--- src/atcb_pkg.sv ---
// Shared constants, types and arithmetic helpers for the arc to cubic Bezier block.
package atcb_pkg;

   localparam int MaxSegments = 4;
   localparam int SegW = (MaxSegments > 1) ? $clog2(MaxSegments) : 1;

   localparam int AngW = 35;
   localparam int MulW = 34;
   localparam int ProdW = 2 * MulW;
   localparam int PtW = 40;
   localparam int RedW = 36;
   localparam int RedKMin = -5;
   localparam int RedSpan = 10;
   localparam int CordicSteps = 28;
   localparam int DivRemW = 66;
   localparam int DivDenW = 34;

   localparam logic signed [AngW-1:0] QTurn = 421657428;
   localparam longint QTurnLong = 421657428;
   localparam logic signed [31:0] QTurnHalf = 210828714;
   localparam logic signed [31:0] CordicInit = 652032874;
   localparam logic signed [31:0] DistLimit = 2147483647;
   localparam logic signed [PtW-1:0] PtMax = 2147483647;
   localparam logic signed [PtW-1:0] PtMin = ~PtMax;

   typedef enum logic [4:0] {
      OP_NONE,
      OP_LOAD,
      OP_SC_SWEEP,
      OP_SC_S,
      OP_SC_E,
      OP_DIST,
      OP_MUL_CRX,
      OP_MUL_SRY,
      OP_MUL_SD,
      OP_MUL_CD,
      OP_MUL_TRX,
      OP_MUL_TRY,
      OP_SET_XA,
      OP_SET_YA,
      OP_SET_TMP,
      OP_ADJ_X,
      OP_ADJ_Y,
      OP_STORE_START,
      OP_STORE_END,
      OP_ADVANCE
   } op_type;

   typedef struct packed {
      op_type op;
      logic   phase_end;
   } cmd_type;

   typedef struct packed {
      logic sc_done;
      logic div_done;
      logic fin;
   } status_type;

   function automatic logic signed [31:0] atan_tab(input logic [4:0] idx);
      logic signed [31:0] v;
      unique case (idx)
         5'd0: v = 210828714;
         5'd1: v = 124459457;
         5'd2: v = 65760959;
         5'd3: v = 33381290;
         5'd4: v = 16755422;
         5'd5: v = 8385879;
         5'd6: v = 4193963;
         5'd7: v = 2097109;
         5'd8: v = 1048571;
         5'd9: v = 524287;
         5'd10: v = 262144;
         5'd11: v = 131072;
         5'd12: v = 65536;
         5'd13: v = 32768;
         5'd14: v = 16384;
         5'd15: v = 8192;
         5'd16: v = 4096;
         5'd17: v = 2048;
         5'd18: v = 1024;
         5'd19: v = 512;
         5'd20: v = 256;
         5'd21: v = 128;
         5'd22: v = 64;
         5'd23: v = 32;
         5'd24: v = 16;
         5'd25: v = 8;
         5'd26: v = 4;
         5'd27: v = 2;
         default: v = 0;
      endcase
      return v;
   endfunction

   // Shift right with rounding to nearest, ties away from zero.
   function automatic logic signed [ProdW-1:0] rnd_shr(input logic signed [ProdW-1:0] v,
                                                      input int unsigned n);
      logic [ProdW-1:0] mag;
      logic [ProdW-1:0] half;
      mag = v[ProdW-1] ? (~v + ProdW'(1)) : v;
      half = ProdW'(1) << (n - 1);
      mag = (mag + half) >> n;
      return v[ProdW-1] ? signed'(~mag + ProdW'(1)) : signed'(mag);
   endfunction

   function automatic logic signed [31:0] sat32(input logic signed [PtW-1:0] v);
      logic signed [31:0] r;
      if (v > PtMax) begin
         r = PtMax[31:0];
      end else if (v < PtMin) begin
         r = PtMin[31:0];
      end else begin
         r = v[31:0];
      end
      return r;
   endfunction

endpackage

--- src/atcb_control.sv ---
// Controller state machine that sequences the datapath through each segment.
module atcb_control (
   input  logic                 clock,
   input  logic                 reset,
   input  logic                 start,
   output logic                 busy,
   output atcb_pkg::cmd_type    cmd,
   input  atcb_pkg::status_type status,
   output logic                 rsp_valid,
   output logic [1:0]           rsp_segment_number,
   output logic                 rsp_last
);
   import atcb_pkg::*;

   typedef enum logic [4:0] {
      ST_IDLE, ST_SC_SWEEP, ST_WAIT_SWEEP, ST_DIST, ST_WAIT_DIST, ST_SC_POINT,
      ST_WAIT_POINT, ST_MUL_CRX, ST_SET_XA, ST_MUL_SRY, ST_SET_YA, ST_MUL_SD,
      ST_TMP_S, ST_MUL_TRX, ST_ADJ_X, ST_MUL_CD, ST_TMP_C, ST_MUL_TRY, ST_ADJ_Y,
      ST_STORE, ST_ADVANCE
   } state_type;

   state_type       state_ff;
   logic            phase_ff;
   logic [SegW-1:0] seg_ff, segnum_ff;
   logic            valid_ff, last_ff;
   logic            fin_all;
   logic [SegW+1:0] seg_wide;

   assign fin_all = status.fin || (seg_ff == SegW'(MaxSegments - 1));

   always_comb begin
      cmd.phase_end = phase_ff;
      unique case (state_ff)
         ST_IDLE:     cmd.op = start ? OP_LOAD : OP_NONE;
         ST_SC_SWEEP: cmd.op = OP_SC_SWEEP;
         ST_DIST:     cmd.op = OP_DIST;
         ST_SC_POINT: cmd.op = phase_ff ? OP_SC_E : OP_SC_S;
         ST_MUL_CRX:  cmd.op = OP_MUL_CRX;
         ST_SET_XA:   cmd.op = OP_SET_XA;
         ST_MUL_SRY:  cmd.op = OP_MUL_SRY;
         ST_SET_YA:   cmd.op = OP_SET_YA;
         ST_MUL_SD:   cmd.op = OP_MUL_SD;
         ST_TMP_S:    cmd.op = OP_SET_TMP;
         ST_MUL_TRX:  cmd.op = OP_MUL_TRX;
         ST_ADJ_X:    cmd.op = OP_ADJ_X;
         ST_MUL_CD:   cmd.op = OP_MUL_CD;
         ST_TMP_C:    cmd.op = OP_SET_TMP;
         ST_MUL_TRY:  cmd.op = OP_MUL_TRY;
         ST_ADJ_Y:    cmd.op = OP_ADJ_Y;
         ST_STORE:    cmd.op = phase_ff ? OP_STORE_END : OP_STORE_START;
         ST_ADVANCE:  cmd.op = OP_ADVANCE;
         default:     cmd.op = OP_NONE;
      endcase
   end

   always_ff @(posedge clock) begin
      if (reset) begin
         state_ff <= ST_IDLE;
         phase_ff <= 1'b0;
         seg_ff   <= '0;
         valid_ff <= 1'b0;
         last_ff  <= 1'b0;
         segnum_ff <= '0;
      end else begin
         valid_ff <= 1'b0;
         unique case (state_ff)
            ST_IDLE: begin
               if (start) begin
                  seg_ff   <= '0;
                  phase_ff <= 1'b0;
                  state_ff <= ST_SC_SWEEP;
               end
            end
            ST_SC_SWEEP:   state_ff <= ST_WAIT_SWEEP;
            ST_WAIT_SWEEP: if (status.sc_done) state_ff <= ST_DIST;
            ST_DIST:       state_ff <= ST_WAIT_DIST;
            ST_WAIT_DIST:  if (status.div_done) state_ff <= ST_SC_POINT;
            ST_SC_POINT:   state_ff <= ST_WAIT_POINT;
            ST_WAIT_POINT: if (status.sc_done) state_ff <= ST_MUL_CRX;
            ST_MUL_CRX:    state_ff <= ST_SET_XA;
            ST_SET_XA:     state_ff <= ST_MUL_SRY;
            ST_MUL_SRY:    state_ff <= ST_SET_YA;
            ST_SET_YA:     state_ff <= ST_MUL_SD;
            ST_MUL_SD:     state_ff <= ST_TMP_S;
            ST_TMP_S:      state_ff <= ST_MUL_TRX;
            ST_MUL_TRX:    state_ff <= ST_ADJ_X;
            ST_ADJ_X:      state_ff <= ST_MUL_CD;
            ST_MUL_CD:     state_ff <= ST_TMP_C;
            ST_TMP_C:      state_ff <= ST_MUL_TRY;
            ST_MUL_TRY:    state_ff <= ST_ADJ_Y;
            ST_ADJ_Y:      state_ff <= ST_STORE;
            ST_STORE: begin
               if (!phase_ff) begin
                  phase_ff <= 1'b1;
                  state_ff <= ST_SC_POINT;
               end else begin
                  valid_ff  <= 1'b1;
                  last_ff   <= fin_all;
                  segnum_ff <= seg_ff;
                  state_ff  <= fin_all ? ST_IDLE : ST_ADVANCE;
               end
            end
            ST_ADVANCE: begin
               seg_ff   <= seg_ff + SegW'(1);
               phase_ff <= 1'b0;
               state_ff <= ST_SC_SWEEP;
            end
            default: state_ff <= ST_IDLE;
         endcase
      end
   end

   assign seg_wide           = {2'b00, segnum_ff};
   assign busy               = (state_ff != ST_IDLE);
   assign rsp_valid          = valid_ff;
   assign rsp_last           = last_ff;
   assign rsp_segment_number = seg_wide[1:0];

endmodule

--- config.mk ---
export PLATFORM = sky130hd
export DESIGN_NAME = atcb_control
export DESIGN_NICKNAME = d
export VERILOG_FILES = /design/src/atcb_pkg.sv /design/src/atcb_control.sv
export SDC_FILE = /design/constraint.sdc
export NUM_CORES = 1
export LEC_CHECK = 0
export BUFFER_PORTS_ARGS = -buffer_cell sky130_fd_sc_hd__buf_2
export CORE_MARGIN = 8
export CORE_UTILIZATION = 44
export DETAILED_ROUTE_END_ITERATION = 6
export PLACE_DENSITY = 0.68
export SLEW_MARGIN = 10
export SYNTH_ARGS = -nofsm -noshare
export SYNTH_HDL_FRONTEND = slang
export SYNTH_SLANG_ARGS = --single-unit
--- constraint.sdc ---
create_clock -name clock -period 1.95 [get_ports clock]
set_clock_uncertainty 0.15 [all_clocks]
set_input_delay 0.0975 -clock clock [delete_from_list [all_inputs] [get_ports clock]]
set_output_delay 0.0975 -clock clock [all_outputs]
set_load 0.02 [all_outputs]
==> metrics.md, run 1 <==
| Metric | Value |
|---|---|
| Status | finished clean |
| Synth Instances | 99 |
| Register area | 248 um^2 |
| Reported max-cap violation count | 0 |
| CTS clk-pin slew, worst paths | 0.06 ns |
| Total GRT Usage | 10.8% |
| DP Worst Slack | 0.264 ns |
| CP Depth | 5 |
| Final ANT Viol Nets | 0 |
| Critical-path cell list | nor2_1 > nand2_1 > o311a_1 > o22ai_1 > buf_2 |
| H-tree Lvls | 1 |
| Crit path DAT | 1.58 ns |
| Final hold violations | 0 |
| Ys Warns | 0 |
| #FFs+latches synth | 12 |
| Crit-path slowest cell | dfxtp_1 |
| Post-synth top area share | 29.6% |
| R2R Setup Slk | 0.34 ns |
| Worst flop-to-flop path startpoint | state_ff[3] |
| Post-CTS setup repair buffer count | 0 |
| Drt first pass iters | 4 |
| CTS Buffer Depth | 2 |
| Mapped Avg Cell Area | 8.20 um^2 |
| Pin count of the biggest net entering global routing | 15 |
| Num CTS Buffers | 3 |
| Clock Sinks | 12 |
| GR peak layer | met2 |
| Sequential share of the synthesized area | 29.6% |
| M3 GR Usage | 5.43% |
| M1 GR Usage | 14.4% |
| EDFF count, synth | 0 |
| Rows | 15 |
| Initial antenna violation count | 0 |
| Final GP Congestion | 0.849 |
| Period utilization | 93.8% |
| Worst-path maximum fanout | 8 |
| Diodes inserted | 0 |
| Critical Path RT | 1.70 ns |
| Width of the die | 59.0 um |
| I/O pin cnt | 17 |
| Yosys top cell by area | dfxtp_1 |
| WL final | 1770 um |
| Worst r2r dst | rsp_segment_number[1] |
| Element type at the critical path end | output port |
| CTS tree | yes |
| Nets | 123 |
| Setup crit start | state_ff[3] |
| Multi-input combinational cell area | 502 um^2 |
| Ys async rst share | 0% |
| Startpoint types | register |
| Vias in the first global route | 647 |
| WS Path Type | register to output port |
| Predominant post-synthesis flop cell | dfxtp_1 |
| Least-Margin Pin Slew | 0.397 ns |
| DP HPWL | 1290 um |
| PortBufs | 16 |
| Hold Crit Class | input port to register |
| Max incr delay on CP | 0.38 ns |
| Min cycle time layout | 1.83 ns |
| Worst skew pair latency | 0.26 ns |
| Setup TNS | 0 ns |
| Post-route DRC | 0 |
| Fin worst setup slack | 0.120 ns |
| Crit path buf inv count | 1 |
| Placed cell count | 134 |
| Die Ht | 59.0 um |
| Ranking of synthesized cells by area | dfxtp_1 30%, a21oi_1 4.9%, nor2_1 4.6% |
| Clk root buf | clkbuf_4 |
| Worst setup endpoint | cmd[1] |
| Hold Crit Start | status[2] |
| Critical path's top delay family | simple AND/OR/NAND/NOR gates |
| Synth unique cells | 42 |
| Power per cell area | 742 nW/um^2 |
| Slew Limit Fails | 0 |
| Die area | 3480 um^2 |
| GR Util met2 | 14.5% |
| First-pass GRT wire length | 2990 um |
| Via-to-Cell Ratio | 5.60 |
| WL per Instance | 12.7 um |
| Core area | 1730 um^2 |
| Post-Synthesis Net Count | 106 |
| Max IR drop VDD | 0.000440 V |
| Mapped cell area | 812 um^2 |
| Vias | 778 |
| GR Overflow Total | 0 |
| Post-Layout Cell Count | 139 |
| Final setup viols | 0 |
| Layout area overhead | 16.3% |
| Share of cells above drive strength 1 | 28.1% |
| DRT iter0 DRCs | 29 |
| LEAKAGE | 0.398 nW |
| RSZ-0062 raised after global routing | no |
| Fillers | 174 |
| Max-Slew Margin vs Limit | 72.8% |
| R2r worst-path depth | 4 |
| Fmax achieved | 0.546 GHz |
| Initial Util | 47.0% |
cell families (layout without fill, tap and decap cells):
family / count (synthesis) / in the layout / synth area share (%)
AO/OA/AOI/OAI: 26 / 26 / 22.7
AND/OR/NAND/NOR: 41 / 41 / 28.4
buffers and inverters: 12 / 27 / 9.09
flip-flops: 12 / 12 / 29.6
adder cells (fa/ha/maj): 1 / 1 / 1.54
multiplexers: 4 / 4 / 5.55
XOR/XNOR: 3 / 3 / 3.24
cell usage in the layout, fill, tap and decap left out, types with 4 or more instances in the layout:
cell type | netlist | final
nor3b_1 | 4 | 4
nand2_1 | 6 | 6
nor2b_1 | 5 | 4
buf_2 | 5 | 16
nor3_1 | 4 | 4
dfxtp_1 | 12 | 8
nor2_1 | 10 | 10
buf_4 | 3 | 5
a21oi_1 | 8 | 8
layout make-up:
class | instances | share of cell area (%)
multi-input cells | 75 | 53.1
flip-flops and latches | 12 | 26.2
repair buffers | 23 | 14.6
well taps | 25 | 3.31
clock buffers | 3 | 2.38
inverters | 1 | 0.397
registers in the layout, indices dropped and copies added (netlist names):
signal / flops
seg_ff: 2
state_ff: 5
rsp_valid: 1
rsp_last: 1
phase_ff: 1
rsp_segment_number: 2
metrics by stage:
stage / total power, mW / utilization (%) / hold slack [ns] / area [um^2]
after CTS: 0.701 / 54.1 / 0.228 / 935
after global routing: 0.757 / 54.7 / 0.227 / 945
after global placement: 0.555 / 51.6 / 0.260 / 891
after detailed placement: 0.554 / 51.6 / 0.258 / 891
final: 0.701 / 54.7 / 0.245 / 945
after floorplan: 0.500 / - / 0.147 / 812
report_power, final:
| part | switching, mW | total, mW | internal [mW] |
|---|---|---|---|
| Clock | 0.0673 | 0.139 | 0.0712 |
| Combinational | 0.149 | 0.262 | 0.113 |
| Sequential | 0.0365 | 0.300 | 0.263 |
| Total | 0.253 | 0.701 | 0.448 |
synth_stat cells (all sizes together) (2+ instances only):
| cell type | count |
|---|---|
| a22o | 2 |
| and2 | 2 |
| nor3b | 4 |
| o22ai | 2 |
| xor2 | 2 |
| buf | 10 |
| dfxtp | 12 |
| o21ai | 2 |
| nor2 | 10 |
| nor2b | 5 |
| a211o | 2 |
| nor3 | 4 |
| mux2i | 3 |
| nand2 | 6 |
| nand3b | 2 |
| a21oi | 8 |
worst min-delay path: cells and delay by family:
family | cells | cell delay (ns)
compound gates | 1 | 0.29
buf+inv | 1 | 0.08
simple gates | 2 | 0.15
how the worst min path moves through the flow:
stage                                        to  slack (ns)  cells after the start
after global placement    rsp_segment_number[1]        0.26                      2
after floorplan                     state_ff[4]        0.15                      3
after detailed placement               rsp_last        0.26                      2
final                               state_ff[0]        0.24                      4
after global routing                state_ff[0]        0.23                      4
after CTS                           state_ff[0]        0.23                      4
routing by layer:
layer	wire, um	up-vias	share of wire, %
li1	-	393	-
met1	876	356	50
met2	771	29	44
met3	119	0	6.7
met4	0	0	0
met5	0	-	0
timing repair:
action                                  in CTS  in global routing
resized for setup                            1                  6
endpoints found under the setup margin       1                  4
hold endpoints to repair                     6                  0
pin swaps                                    0                  0
hold buffers                                 2                  0
(Power assumes the default switching activity.)
==> inputs of run 2 (changes only) <==
CELL_PAD_IN_SITES_DETAIL_PLACEMENT = 0   (was unset)
CELL_PAD_IN_SITES_GLOBAL_PLACEMENT = 1   (was unset)
CORE_UTILIZATION = 38   (was 44)
PLACE_DENSITY = 0.78   (was 0.68)
==> run 2 against run 1 <==
Effect of this change:
- total power up 7.5%
- first-iteration DRC count fell by 52%
- global-route usage fell by 1.4 points
- worst hold slack got worse by 0.0058 ns
- count of clock-buffer cells in the layout grew 1
- sequential power is essentially flat
- clock power grew 37%
- die area increased by 11%
- non-clock buffer count unchanged
- critical endpoint unchanged
==> metrics.md, run 2 (synthesized netlist as in run 1, its figures left out) <==
| Metric | Value |
|---|---|
| Clock Sinks | 12 |
| Placed cell count | 136 |
| Die Ht | 62.2 um |
| Status | finished clean |
| H-tree Lvls | 1 |
| Fin worst setup slack | 0.138 ns |
| Crit path DAT | 1.56 ns |
| PortBufs | 16 |
| Most frequent cells in the layout | 16 x buf_2, 8 x nor2_1, 8 x a21oi_1, 8 x dfxtp_1, 6 x nand2_1 |
| Via-to-Cell Ratio | 5.31 |
| Vias | 754 |
| Vias in the first global route | 680 |
| Final GP Congestion | 0.812 |
| Worst-path maximum fanout | 9 |
| Die area | 3870 um^2 |
| Critical Path RT | 1.70 ns |
| Final setup viols | 0 |
| DP Worst Slack | 0.239 ns |
| Commonest non-fill, non-tap cell in the layout | buf_2 |
| Min cycle time layout | 1.81 ns |
| CTS clk-pin slew, worst paths | 0.07 ns |
| Rows | 16 |
| Max reg flops | 5 |
| Power per cell area | 782 nW/um^2 |
| Initial Util | 41.0% |
| Share of cells above drive strength 1 | 29.6% |
| WL final | 1840 um |
| DP HPWL | 1370 um |
| Post-CTS setup repair buffer count | 0 |
| Startpoint types | register |
| Reported max-cap violation count | 0 |
| WL per Instance | 13.0 um |
| Width of the die | 62.2 um |
| Period utilization | 92.9% |
| Slew Limit Fails | 0 |
| Total GRT Usage | 9.39% |
| CTS Buffer Depth | 2 |
| Worst skew pair latency | 0.27 ns |
| CTS tree | yes |
| RSZ-0062 raised after global routing | no |
| Element type at the critical path end | output port |
| Least-Margin Pin Slew | 0.412 ns |
| Diodes inserted | 0 |
| Num CTS Buffers | 3 |
| Final ANT Viol Nets | 0 |
| WS Path Type | register to output port |
| Reg with most FFs | state_ff |
| Fmax achieved | 0.552 GHz |
| Final hold violations | 0 |
| Core area | 1980 um^2 |
| Initial antenna violation count | 0 |
| Nets | 123 |
| Layout area overhead | 18.6% |
| Post-Layout Cell Count | 142 |
| Drt first pass iters | 4 |
| First-pass GRT wire length | 3100 um |
| Post-route DRC | 0 |
| Hold Crit Class | input port to register |
| DRT iter0 DRCs | 14 |
| Clk root buf | clkbuf_4 |
| Max IR drop VDD | 0.000423 V |
| Setup TNS | 0 ns |
| I/O pin cnt | 17 |
| Max-Slew Margin vs Limit | 71.8% |
| LEAKAGE | 0.407 nW |
| GR Overflow Total | 0 |
| Pin count of the biggest net entering global routing | 17 |
==> run 2: where the power goes <==
group	internal, mW	switching [mW]
registers	0.262	0.0360
logic	0.114	0.149
clock network	0.113	0.0779
==> run 2: path summary, 6_finish.rpt <==
path | start | end | slack, ns | cells past startpoint
setup / recovery | phase_ff | cmd[1] | 0.14 | 5
hold / removal | status[2] | state_ff[0] | 0.24 | 4
setup reg to reg | state_ff[1] | rsp_segment_number[0] | 0.35 | 4
hold reg to reg | rsp_segment_number[0] | rsp_segment_number[0] | 0.36 | 2
==> run 2: through the flow <==
| step | hold slack [ns] | utilization, % | cell area [um^2] | power [mW] |
|---|---|---|---|---|
| finish | 0.239 | 48.6 | 963 | 0.753 |
| global route | 0.252 | 48.6 | 963 | 0.808 |
| CTS | 0.233 | 48.0 | 951 | 0.756 |
| detailed placement | 0.266 | 45.1 | 893 | 0.555 |
| global placement | 0.264 | 45.1 | 893 | 0.560 |
| floorplan | 0.147 | - | 812 | 0.500 |
==> run 2: area by class of cell <==
| type | instances | area (um^2) |
|---|---|---|
| fill | 210 | 1020 |
| multi-input combinational | 75 | 504 |
| sequential | 12 | 248 |
| timing repair buffer | 23 | 138 |
| clock buffer | 4 | 36.3 |
| tap | 27 | 33.8 |
| inverter | 1 | 3.75 |
==> run 2: metal layers <==
| metal | global-route usage [%] | vias up | part of all wire (%) |
|---|---|---|---|
| met5 | 0 | - | 0 |
| met4 | 2.62 | 0 | 0 |
| met3 | 3.76 | 0 | 4.1 |
| met2 | 14.2 | 11 | 45 |
| met1 | 11.8 | 351 | 51 |
| li1 | - | 392 | - |
==> run 2: critical path: stages (launching register included) <==
cell	delay, ns
dfxtp_1	0.51
nor3b_1	0.10
a211o_1	0.28
a32oi_1	0.15
o22ai_1	0.09
buf_2	0.17
==> run 2: what timing repair did <==
action / 4_1_cts / 5_1_grt
gates resized for setup: 1 / 7
endpoints found under the setup margin: 1 / 3
pin swaps: 0 / 0
hold endpoints to repair: 6 / 0
hold buffers: 2 / 0
